==> src/hdl/hpfr_pkg.sv <==
package hpfr_pkg;

    localparam logic [7:0]  START_BYTE = 8'h91;
    localparam logic [15:0] CRC_POLY   = 16'h1021;
    localparam logic [15:0] CRC_INIT   = 16'hFFFF;
    localparam logic [7:0]  ID_MAX     = 8'd3;
    localparam logic [7:0]  ID_TEMPS   = 8'd2;
    localparam logic [7:0]  ID_POWER   = 8'd3;
    localparam int          CAP_DEPTH  = 8;

    localparam logic [1:0] ST_GOOD = 2'd0;
    localparam logic [1:0] ST_CRC  = 2'd1;
    localparam logic [1:0] ST_ID   = 2'd2;
    localparam logic [1:0] ST_LEN  = 2'd3;

    typedef struct packed {
        logic [1:0]                 status;
        logic [7:0]                 id;
        logic [CAP_DEPTH-1:0][7:0]  capture;
    } frame_evt_t;

    function automatic logic [15:0] crc_feed(input logic [15:0] crc, input logic [7:0] b);
        logic [15:0] c;
        c = crc ^ {b, 8'h00};
        for (int k = 0; k < 8; k++) begin
            c = c[15] ? ({c[14:0], 1'b0} ^ CRC_POLY) : {c[14:0], 1'b0};
        end
        return c;
    endfunction

    function automatic logic length_ok(input logic [7:0] n);
        return (n == 8'd13) || (n == 8'd14) || (n == 8'd19) || (n == 8'd21);
    endfunction

endpackage

==> src/hdl/hpfr_front.sv <==
module hpfr_front
    import hpfr_pkg::*;
(
    input  logic       clk,
    input  logic       rst_n,
    input  logic       take,
    input  logic [7:0] rx_byte,
    output logic       push,
    output frame_evt_t evt
);

    typedef enum logic [1:0] {
        PH_IDLE,
        PH_ID,
        PH_LEN,
        PH_BODY
    } phase_t;

    phase_t                    phase_reg;
    logic [4:0]                pos_reg;
    logic [4:0]                flen_reg;
    logic [7:0]                id_reg;
    logic [15:0]               crc_reg;
    logic [CAP_DEPTH-1:0][7:0] cap_reg;

    logic [15:0] crc_next;
    logic [4:0]  pos_next;
    logic [7:0]  len_plus;
    logic        cap_hit;
    logic [2:0]  cap_idx;

    assign crc_next = crc_feed(crc_reg, rx_byte);
    assign pos_next = (pos_reg == 5'd31) ? pos_reg : pos_reg + 5'd1;
    assign len_plus = rx_byte + 8'd1;
    assign cap_hit  = (pos_reg >= 5'd3) && (pos_reg <= 5'd10);
    assign cap_idx  = 3'(pos_reg - 5'd3);

    always_comb
    begin
        push        = 1'b0;
        evt.status  = ST_GOOD;
        evt.id      = id_reg;
        evt.capture = cap_reg;
        if (take)
        begin
            case (phase_reg)
                PH_ID:
                begin
                    if (rx_byte > ID_MAX)
                    begin
                        push       = 1'b1;
                        evt.status = ST_ID;
                        evt.id     = rx_byte;
                    end
                end
                PH_LEN:
                begin
                    if (!length_ok(len_plus))
                    begin
                        push       = 1'b1;
                        evt.status = ST_LEN;
                    end
                end
                PH_BODY:
                begin
                    if (pos_next >= flen_reg)
                    begin
                        push       = 1'b1;
                        evt.status = (crc_next != 16'h0000) ? ST_CRC : ST_GOOD;
                    end
                end
                default:
                begin
                    push = 1'b0;
                end
            endcase
        end
    end

    always_ff @(posedge clk or negedge rst_n)
    begin
        if (!rst_n)
        begin
            phase_reg <= PH_IDLE;
            pos_reg   <= 5'd0;
            flen_reg  <= 5'd0;
            id_reg    <= 8'd0;
            crc_reg   <= CRC_INIT;
        end
        else if (take)
        begin
            case (phase_reg)
                PH_IDLE:
                begin
                    if (rx_byte == START_BYTE)
                    begin
                        crc_reg   <= crc_feed(CRC_INIT, rx_byte);
                        pos_reg   <= 5'd1;
                        phase_reg <= PH_ID;
                    end
                end
                PH_ID:
                begin
                    crc_reg   <= crc_next;
                    pos_reg   <= pos_next;
                    id_reg    <= rx_byte;
                    phase_reg <= (rx_byte > ID_MAX) ? PH_IDLE : PH_LEN;
                end
                PH_LEN:
                begin
                    crc_reg <= crc_next;
                    pos_reg <= pos_next;
                    if (length_ok(len_plus))
                    begin
                        flen_reg  <= len_plus[4:0];
                        phase_reg <= PH_BODY;
                    end
                    else
                    begin
                        phase_reg <= PH_IDLE;
                    end
                end
                PH_BODY:
                begin
                    crc_reg <= crc_next;
                    pos_reg <= pos_next;
                    if (pos_next >= flen_reg)
                    begin
                        phase_reg <= PH_IDLE;
                    end
                end
                default:
                begin
                    phase_reg <= PH_IDLE;
                end
            endcase
        end
    end

    // frame bytes 3 to 10
    always_ff @(posedge clk)
    begin
        if (take && phase_reg == PH_BODY && cap_hit)
        begin
            cap_reg[cap_idx] <= rx_byte;
        end
    end

    a_body_len: assert property (@(posedge clk) disable iff (!rst_n)
        (phase_reg == PH_BODY) |-> (flen_reg >= 5'd13 && flen_reg <= 5'd21))
        else $error("body phase with bad frame length");

    a_id_range: assert property (@(posedge clk) disable iff (!rst_n)
        (phase_reg == PH_LEN || phase_reg == PH_BODY) |-> (id_reg <= ID_MAX))
        else $error("frame in progress with bad id");

endmodule

==> src/hdl/hpfr_queue.sv <==
module hpfr_queue
    import hpfr_pkg::*;
(
    input  logic       clk,
    input  logic       rst_n,
    input  logic       push,
    input  frame_evt_t push_evt,
    output logic       full,
    output logic       head_valid,
    input  logic       pop,
    output frame_evt_t head_evt
);

    frame_evt_t entries_reg [2];
    logic       wr_ptr_reg;
    logic       rd_ptr_reg;
    logic [1:0] count_reg;

    assign full       = (count_reg == 2'd2);
    assign head_valid = (count_reg != 2'd0);
    assign head_evt   = entries_reg[rd_ptr_reg];

    always_ff @(posedge clk or negedge rst_n)
    begin
        if (!rst_n)
        begin
            wr_ptr_reg <= 1'b0;
            rd_ptr_reg <= 1'b0;
            count_reg  <= 2'd0;
        end
        else
        begin
            if (push)
            begin
                wr_ptr_reg <= ~wr_ptr_reg;
            end
            if (pop)
            begin
                rd_ptr_reg <= ~rd_ptr_reg;
            end
            if (push && !pop)
            begin
                count_reg <= count_reg + 2'd1;
            end
            else if (pop && !push)
            begin
                count_reg <= count_reg - 2'd1;
            end
        end
    end

    always_ff @(posedge clk)
    begin
        if (push)
        begin
            entries_reg[wr_ptr_reg] <= push_evt;
        end
    end

    a_no_overflow: assert property (@(posedge clk) disable iff (!rst_n)
        push |-> !full)
        else $error("push into full queue");

    a_no_underflow: assert property (@(posedge clk) disable iff (!rst_n)
        pop |-> head_valid)
        else $error("pop from empty queue");

endmodule

==> src/hdl/hpfr_back.sv <==
module hpfr_back
    import hpfr_pkg::*;
(
    input  logic               clk,
    input  logic               rst_n,
    input  logic               head_valid,
    input  frame_evt_t         head_evt,
    output logic               pop,
    output logic               res_valid,
    input  logic               res_stall,
    output logic [1:0]         frame_status,
    output logic [7:0]         frame_id,
    output logic signed [15:0] supply_tenths,
    output logic signed [15:0] return_tenths,
    output logic signed [15:0] outside_tenths,
    output logic               temps_valid,
    output logic [7:0]         compressor_speed,
    output logic [7:0]         power_units,
    output logic               power_valid
);

    logic        valid_reg;
    logic [1:0]  status_reg;
    logic [7:0]  id_reg;
    logic [15:0] supply_reg;
    logic [15:0] return_reg;
    logic [15:0] outside_reg;
    logic        temps_seen_reg;
    logic [7:0]  speed_reg;
    logic [7:0]  power_reg;
    logic        power_seen_reg;

    logic good;

    assign pop  = head_valid && (!valid_reg || !res_stall);
    assign good = (head_evt.status == ST_GOOD);

    always_ff @(posedge clk or negedge rst_n)
    begin
        if (!rst_n)
        begin
            valid_reg      <= 1'b0;
            status_reg     <= ST_GOOD;
            id_reg         <= 8'd0;
            supply_reg     <= 16'd0;
            return_reg     <= 16'd0;
            outside_reg    <= 16'd0;
            temps_seen_reg <= 1'b0;
            speed_reg      <= 8'd0;
            power_reg      <= 8'd0;
            power_seen_reg <= 1'b0;
        end
        else
        begin
            if (pop)
            begin
                valid_reg  <= 1'b1;
                status_reg <= head_evt.status;
                id_reg     <= head_evt.id;
                if (good && head_evt.id == ID_TEMPS)
                begin
                    supply_reg     <= {head_evt.capture[1], head_evt.capture[0]};
                    return_reg     <= {head_evt.capture[3], head_evt.capture[2]};
                    outside_reg    <= {head_evt.capture[5], head_evt.capture[4]};
                    temps_seen_reg <= 1'b1;
                end
                else if (good && head_evt.id == ID_POWER)
                begin
                    speed_reg      <= head_evt.capture[6];
                    power_reg      <= head_evt.capture[7];
                    power_seen_reg <= 1'b1;
                end
            end
            else if (!res_stall)
            begin
                valid_reg <= 1'b0;
            end
        end
    end

    assign res_valid        = valid_reg;
    assign frame_status     = status_reg;
    assign frame_id         = id_reg;
    assign supply_tenths    = signed'(supply_reg);
    assign return_tenths    = signed'(return_reg);
    assign outside_tenths   = signed'(outside_reg);
    assign temps_valid      = temps_seen_reg;
    assign compressor_speed = speed_reg;
    assign power_units      = power_reg;
    assign power_valid      = power_seen_reg;

    a_pop_shows: assert property (@(posedge clk) disable iff (!rst_n)
        pop |=> valid_reg)
        else $error("popped beat not shown");

endmodule

==> src/hdl/heat_pump_frame_receiver_unit.sv <==
// heat pump frame receiver
// input channel: rx_valid / rx_stall carry one line byte per beat on rx_byte.
// the front parser hunts for the start byte, checks id and length, runs the
// crc-16 over the frame and keeps frame bytes 3 to 10; at each frame end or
// abort it pushes one record into a two-entry queue.
// the back part pops records, updates the held temperatures, speed and power
// on good id 2 and id 3 frames, and shows one result beat on res_valid /
// res_stall with the status, the id and all held values.
// throughput: one byte per cycle while rx_stall is low; the crc update is one
// unrolled byte step. result path: the record ending or aborting a frame is
// queued, then popped into the result register, which drives res_valid.
// stall: while res_stall holds, the result beat holds; the front takes bytes
// until the queue holds two records, then rx_stall rises until one drains.
// reset: parser waits for a start byte, crc at 0xffff, held values zero,
// valid flags clear, queue empty, no result shown.
module heat_pump_frame_receiver_unit
    import hpfr_pkg::*;
(
    input  logic               clk,
    input  logic               rst_n,
    input  logic               rx_valid,
    output logic               rx_stall,
    input  logic [7:0]         rx_byte,
    output logic               res_valid,
    input  logic               res_stall,
    output logic [1:0]         frame_status,
    output logic [7:0]         frame_id,
    output logic signed [15:0] supply_tenths,
    output logic signed [15:0] return_tenths,
    output logic signed [15:0] outside_tenths,
    output logic               temps_valid,
    output logic [7:0]         compressor_speed,
    output logic [7:0]         power_units,
    output logic               power_valid
);

    logic       take;
    logic       push;
    logic       full;
    logic       head_valid;
    logic       pop;
    frame_evt_t push_evt;
    frame_evt_t head_evt;

    assign rx_stall = full;
    assign take     = rx_valid && !full;

    hpfr_front u_front (
        .clk     (clk),
        .rst_n   (rst_n),
        .take    (take),
        .rx_byte (rx_byte),
        .push    (push),
        .evt     (push_evt)
    );

    hpfr_queue u_queue (
        .clk        (clk),
        .rst_n      (rst_n),
        .push       (push),
        .push_evt   (push_evt),
        .full       (full),
        .head_valid (head_valid),
        .pop        (pop),
        .head_evt   (head_evt)
    );

    hpfr_back u_back (
        .clk              (clk),
        .rst_n            (rst_n),
        .head_valid       (head_valid),
        .head_evt         (head_evt),
        .pop              (pop),
        .res_valid        (res_valid),
        .res_stall        (res_stall),
        .frame_status     (frame_status),
        .frame_id         (frame_id),
        .supply_tenths    (supply_tenths),
        .return_tenths    (return_tenths),
        .outside_tenths   (outside_tenths),
        .temps_valid      (temps_valid),
        .compressor_speed (compressor_speed),
        .power_units      (power_units),
        .power_valid      (power_valid)
    );

endmodule
==> config.mk <==
export PLATFORM = sky130hd
export DESIGN_NAME = heat_pump_frame_receiver_unit
export DESIGN_NICKNAME = d
export VERILOG_FILES = /design/src/hdl/hpfr_pkg.sv /design/src/hdl/hpfr_front.sv /design/src/hdl/hpfr_queue.sv /design/src/hdl/hpfr_back.sv /design/src/hdl/heat_pump_frame_receiver_unit.sv
export SDC_FILE = /design/constraint.sdc
export NUM_CORES = 1
export LEC_CHECK = 0
export BUFFER_PORTS_ARGS = -buffer_cell sky130_fd_sc_hd__buf_2
export CORE_UTILIZATION = 35
export CTS_BUF_LIST = sky130_fd_sc_hd__clkbuf_16
export CTS_CLUSTER_DIAMETER = 100
export DETAILED_ROUTE_END_ITERATION = 8
export PLACE_DENSITY = 0.54
export SLEW_MARGIN = 20
export SYNTH_ARGS = -nofsm -noshare
export SYNTH_HDL_FRONTEND = slang
export SYNTH_SLANG_ARGS = --single-unit
==> constraint.sdc <==
create_clock -name clk -period 25.2 [get_ports clk]
set_clock_uncertainty 0.1 [all_clocks]
set_input_delay 5.04 -clock clk [delete_from_list [all_inputs] [get_ports clk]]
set_output_delay 5.04 -clock clk [all_outputs]
set_load 0.02 [all_outputs]
# --- Yosys cells after proc, flatten, opt, wreduce, memory -nomap -nowiden ---
# Memory sizes are Yosys's and may differ from the RTL's.
# Cells that the tools add are included.
op_classes:
  n_addsub: 5
  n_lt_le_gt_ge: 6
  eq_ne: 15
  mux: 47
  bitwise: 21
  reduce_logical: 31
ops:
  columns: ["operator", "n"]
  rows:
  - ["$mux 13", 16]
  - ["$bwmux 64", 1]
  - ["$not 3->3", 16]
  - ["$pmux 16 s2", 1]
  - ["$demux 8 s3", 1]
  - ["$mux 10", 2]
  - ["$eq 8x2->1 const B", 2]
  - ["$eq 8x4->1 const B", 2]
  - ["$eq 8x5->1 const B", 2]
  - ["$mux 16", 1]
  - ["$mux 2", 8]
  - ["$mux 8", 2]
  - ["$not 16->16", 1]
  - ["$reduce_bool 16->1", 1]
  - ["$xor 16x16->16", 1]
  - ["$logic_and 1x1->1", 10]
  - ["$mux 5", 2]
  - ["$pmux 5 s2", 1]
  - ["$mux 1", 9]
  - ["$reduce_and 3->1", 3]
  - ["$add 8x1->8 const B", 1]
  - ["$eq 8x8->1 const B", 1]
  - ["$gt 8x2->1 const B", 1]
  - ["$pmux 2 s4", 1]
  - ["22 further kinds", 39]
totals:
  regBits: 181
  mem_bits_rw: 148
  input_bits: 12
  output_inout_bits: 78
  elab_cells: 152
  memories: 1
memory_table:
  columns: ["memory", "depth", "width", "rd", "rd_clocked_by_memory_dff", "write_ports", "line_no", "source"]
  rows:
  - ["u_queue.entries_reg", 2, 74, 1, 0, 1, "hpfr_queue.sv:14", "frame_evt_t entries_reg [2];"]

# --- Logic depth before layout (Yosys ltp) ---
logic_depth:
  ltp_word: 22
  depth_mapped: 15
  depth_no_buf: 14

# --- Cells and area by module ---
# From an unflattened synthesis, not the netlist that was laid out.
unflattened:
  cells_unflattened: 758
  area_unflattened_um2: 13108.8
modules_own_cells:
  columns: ["module", "n_inst", "cells_per_inst", "area_each_um2", "seq_area_each_um2"]
  rows:
  - ["hpfr_queue", 1, 246, 5731.7, 4544.4]
  - ["hpfr_front", 1, 342, 4445.5, 2842.7]
  - ["hpfr_back", 1, 169, 2917.8, 1926.8]
  - ["heat_pump_frame_receiver_unit", 1, 1, 13.8, 0.0]

# --- Worst setup path after synthesis ---
# No wires, ideal clock.
synth_timing:
  path_kind: "input to register"
  start: "input rx_byte[0]"
  end: "memory u_queue.entries_reg[0][0] (netlist bit) (enable)"
  setup_ps: 617
  t_arrival_ps: 11581
  required_time_ps: 24483
  setup_slack_ps: 12902
  path_stages: 7
  n_path_buf: 0
  cell_sequence: "ha_1 nand3_1 xor2_1 xnor2_1 a211oi_2 nor2_2 a211oi_1"
synth_via:
  elab_chain_len: 10
  word_cells_on_any_way: 15
  cone_classes: "add/sub: 1; order compare: 1; eq/ne: 4; mux: 6; reduce/logical: 3"
synth_lines:
  columns: ["element", "line_no", "source"]
  rows:
  - ["from (decl)", "heat_pump_frame_receiver_unit.sv:23", "input logic [7:0] rx_byte,"]
  - ["$add 8x1->8", "hpfr_front.sv:34", "assign len_plus = rx_byte + 8'd1;"]
  - ["$eq 8x4->1", "hpfr_pkg.sv:32", "return (n == 8'd13) || (n == 8'd14) || (n == 8'd19) || (n == 8'd21);"]
  - ["$logic_or 1x1->1 (3 in series)", "hpfr_pkg.sv:32", null]
  - ["$mux 1", "hpfr_front.sv:58", "if (!length_ok(len_plus))"]
  - ["$pmux 1 s3 *", "hpfr_front.sv:46", "case (phase_reg)"]
  - ["$mux 1 *", "hpfr_front.sv:44", "if (take)"]
  - ["$mux 1 *", "hpfr_queue.sv:54", "if (push)"]
  - ["$mux 1 (implied by the code) *", "hpfr_queue.sv:56", "entries_reg[wr_ptr_reg] <= push_evt;"]
  - ["to (decl)", "hpfr_queue.sv:14", null]
# Mark *: on every way between the ends. The rest lies on a longest branch, timed or not.

# --- Worst setup path after layout ---
layout_timing:
  start: "input rx_byte[1]"
  end: "memory u_queue.entries_reg[0][60] (netlist bit) (enable)"
# Same word-level chain as after synthesis.

==> qor.yml <==
ff_latch_area_um2: 9320
path_clk_slew_ns: 0.06
synth_edf_count: 212
wl_per_cell_um: 16.9
syn_to_final_growth_pct: 16.6
grt_pass1_wl_mm: 37.8
endpoint_kind: "flop"
route.detailed.drc: 44
cts_buffer_depth: 3
nets: 977
cts_resized: 0
path_buf_inv: 2
p_total_mw: 1.61
start_util: 0.357
setup-tns-final_ns: 0
synth_cells: 855
crit_family: "buffers and inverters"
fillCellCount: 3289
fin_crit_sh: 0.311
start_kind: "primary input"
arrival_ns: 7.86
ys_seq_area_frac: 0.733
grt_pass1_vias: 6716
cellPowerDensity_nw_per_um2: 109
clk_latency_ns: 0.51
maxSlewViolCount: 0
hpwl_mm: 14.9
r2r_slack_ns: 21.12
cts.sinks: 329
crit_chain: "buf_2 -> ha_1 -> nand3_1 -> xor2_1 -> xnor2_1 -> a211oi_2 -> nor2_2 -> a211oi_4 -> buf_4"
place_ws_ns: 16.80
num_rows: 69
antenna_found_initial: 2
routabilityCongestion: 0.763
die_w_um: 193
io_buffer_count: 89
cts_max_level: 2
avgViaCountPerCell: 4.72
vdd_drop_max_uv: 39.7
die_area_um2: 37100
synth_nets: 880
hold_viol: 0
ios: 90
worstPathRequired_ns: 25.23
cts_tree: "built"
critPathKind: "in -> reg"
core_area_um2: 35700
wl_mm: 24.3
vias: 6799
grt_usage: 0.133
violations: "DRC"
die_h_um: 193
drive_gt1_frac: 0.200
cp_max_fo: 74
largest_reg_flops: 148
slowest_delay_ns: 0.78
slew_headroom: 0.291
status: "finished, violations left"
numCtsBuffers: 35
ys_seq_elements: 329
ys_async_sr_fraction: 0.356
worst_pin_slew_ns: 1.06
yosys_warnings: 0
setup_ws_ns: 17.37
grt_setup_unrepaired: "no"
hold_buffers: 0
synth_ff_type: "edfxtp_1"
dr.pass1.iters: 8
syn-mean-instance-area_um2: 14.9
setup_viol: 0
cts_setup_buffers: 0
first_iter_violations: 374
worst_path_max_delay_cell: "buf_4"
cts-root-buf: "clkbuf_16"
hold_class: "reg -> reg"
grt_max_degree: 98
multiInputGateArea_um2: 3190
fin_crit_ns: 7.83
p_leak_nw: 6.09
final_util: 0.416
drtAntennaViolNets: 0
netlist_area_um2: 12700
maxCapViolCount: 0
yosysUniqueCellTypes: 60
grt-ovfl-total: 0
fmax_mhz: 128
cell type report:
cell class                 count  share of cell area
antenna                        1            0.000169
clock buffer                  36              0.0608
clock inverter                27              0.0177
inverter                      15             0.00380
multi-input combinational    472               0.215
sequential                   329               0.628
tap                          461              0.0389
timing repair buffer          99              0.0353
routing by layer:
metal,vias up,global-route usage,part of all wire
met5,-,0,0.00054
met4,2,0.0382,0.018
met3,33,0.0276,0.041
met2,122,0.205,0.46
met1,3340,0.188,0.48
li1,3302,-,-
through the flow:
step / hold WS, ns / instance area, um2 / cells
final: 0.342 / 14800 / 1440
after global routing: 0.355 / 14800 / 1439
after CTS: 0.344 / 14800 / 1439
after detailed placement: 0.330 / 13700 / 1376
after global placement: 0.322 / 13600 / 1376
after floorplan: 0.321 / 12700 / 855
worst paths after layout:
check,start,end,depth (start not counted)
setup / recovery,rx_byte[1],u_queue.entries_reg[0][60],9
hold / removal,u_front.evt[24],u_queue.entries_reg[1][24],0
setup reg to reg,u_front.pos_reg[0],u_queue.entries_reg[0][60],11
hold reg to reg,u_front.evt[24],u_queue.entries_reg[1][24],0
max in group asynchronous,rst_n,u_queue.rd_ptr_reg,2
min in group asynchronous,rst_n,u_back.supply_tenths[6],1
Yosys cell counts, drive strengths merged (2+ instances only):
| master | count | area [um2] |
|---|---|---|
| o211ai | 2 | 20.0 |
| ha | 13 | 163 |
| a211oi | 6 | 50.1 |
| o21ai | 34 | 170 |
| dfrtp | 101 | 2530 |
| a21o | 15 | 114 |
| inv | 15 | 56.3 |
| xnor2 | 24 | 210 |
| nor4b | 2 | 17.5 |
| a211o | 2 | 17.5 |
| nor3 | 7 | 35.0 |
| nand4 | 4 | 25.0 |
| mux2i | 77 | 783 |
| nand3 | 7 | 52.6 |
| a31oi | 4 | 25.0 |
| nand2b | 5 | 31.3 |
| nand4b | 2 | 17.5 |
| dfstp | 16 | 420 |
| or3 | 2 | 12.5 |
| and3 | 2 | 17.5 |
| o31ai | 2 | 15.0 |
| xor2 | 16 | 159 |
| buf | 27 | 150 |
| clkbuf | 12 | 45.0 |
| nor4 | 5 | 31.3 |
| or2 | 5 | 31.3 |
| edfxtp | 212 | 6370 |
| a21oi | 72 | 360 |
| a22o | 2 | 17.5 |
| nand2 | 48 | 180 |
| o22ai | 2 | 18.8 |
| nor2 | 92 | 348 |
| mux2 | 9 | 113 |
worst register-to-register path, delay by kind of cell, from the launching register on:
family,cells,cell delay (ns)
buffers and inverters,1,0.78
AOI/OAI and AO/OA,4,0.71
adders and majority gates,2,0.65
and+or+nand+nor,3,0.62
DFF,1,0.48
xor gates and xnor gates,1,0.23
where the power goes:
group,total [mW],switching (mW),internal [mW]
combinational,0.365,0.216,0.148
sequential,0.730,0.0548,0.675
clock,0.515,0.204,0.311
total,1.61,0.475,1.13
cell usage in the layout (no fill, tap or decap), types with 6 or more instances in the layout:
master,count
buf_4,11
xnor2_1,24
a21oi_1,72
nor2_1,91
mux2i_1,76
dfrtp_1,100
xor2_1,15
a21o_1,14
ha_1,13
o21ai_0,32
buf_2,88
nand2_1,48
inv_1,22
edfxtp_1,212
dfstp_2,16
clkbuf_16,36
mux2_2,6
clkinv_1,7
logic make-up (layout without fill, tap and decap cells):
| logic type | Yosys count | after routing | synth area share |
|---|---|---|---|
| muxes | 86 | 86 | 0.0705 |
| buffers and inverters | 54 | 177 | 0.0198 |
| and+or+nand+nor | 185 | 185 | 0.0659 |
| DFF | 329 | 329 | 0.733 |
| xor gates and xnor gates | 41 | 41 | 0.0308 |
| adders and majority gates | 13 | 13 | 0.0128 |
| other | 0 | 1 | 0 |
| AOI/OAI and AO/OA | 147 | 147 | 0.0675 |
Power figures use the tool's default switching activity.
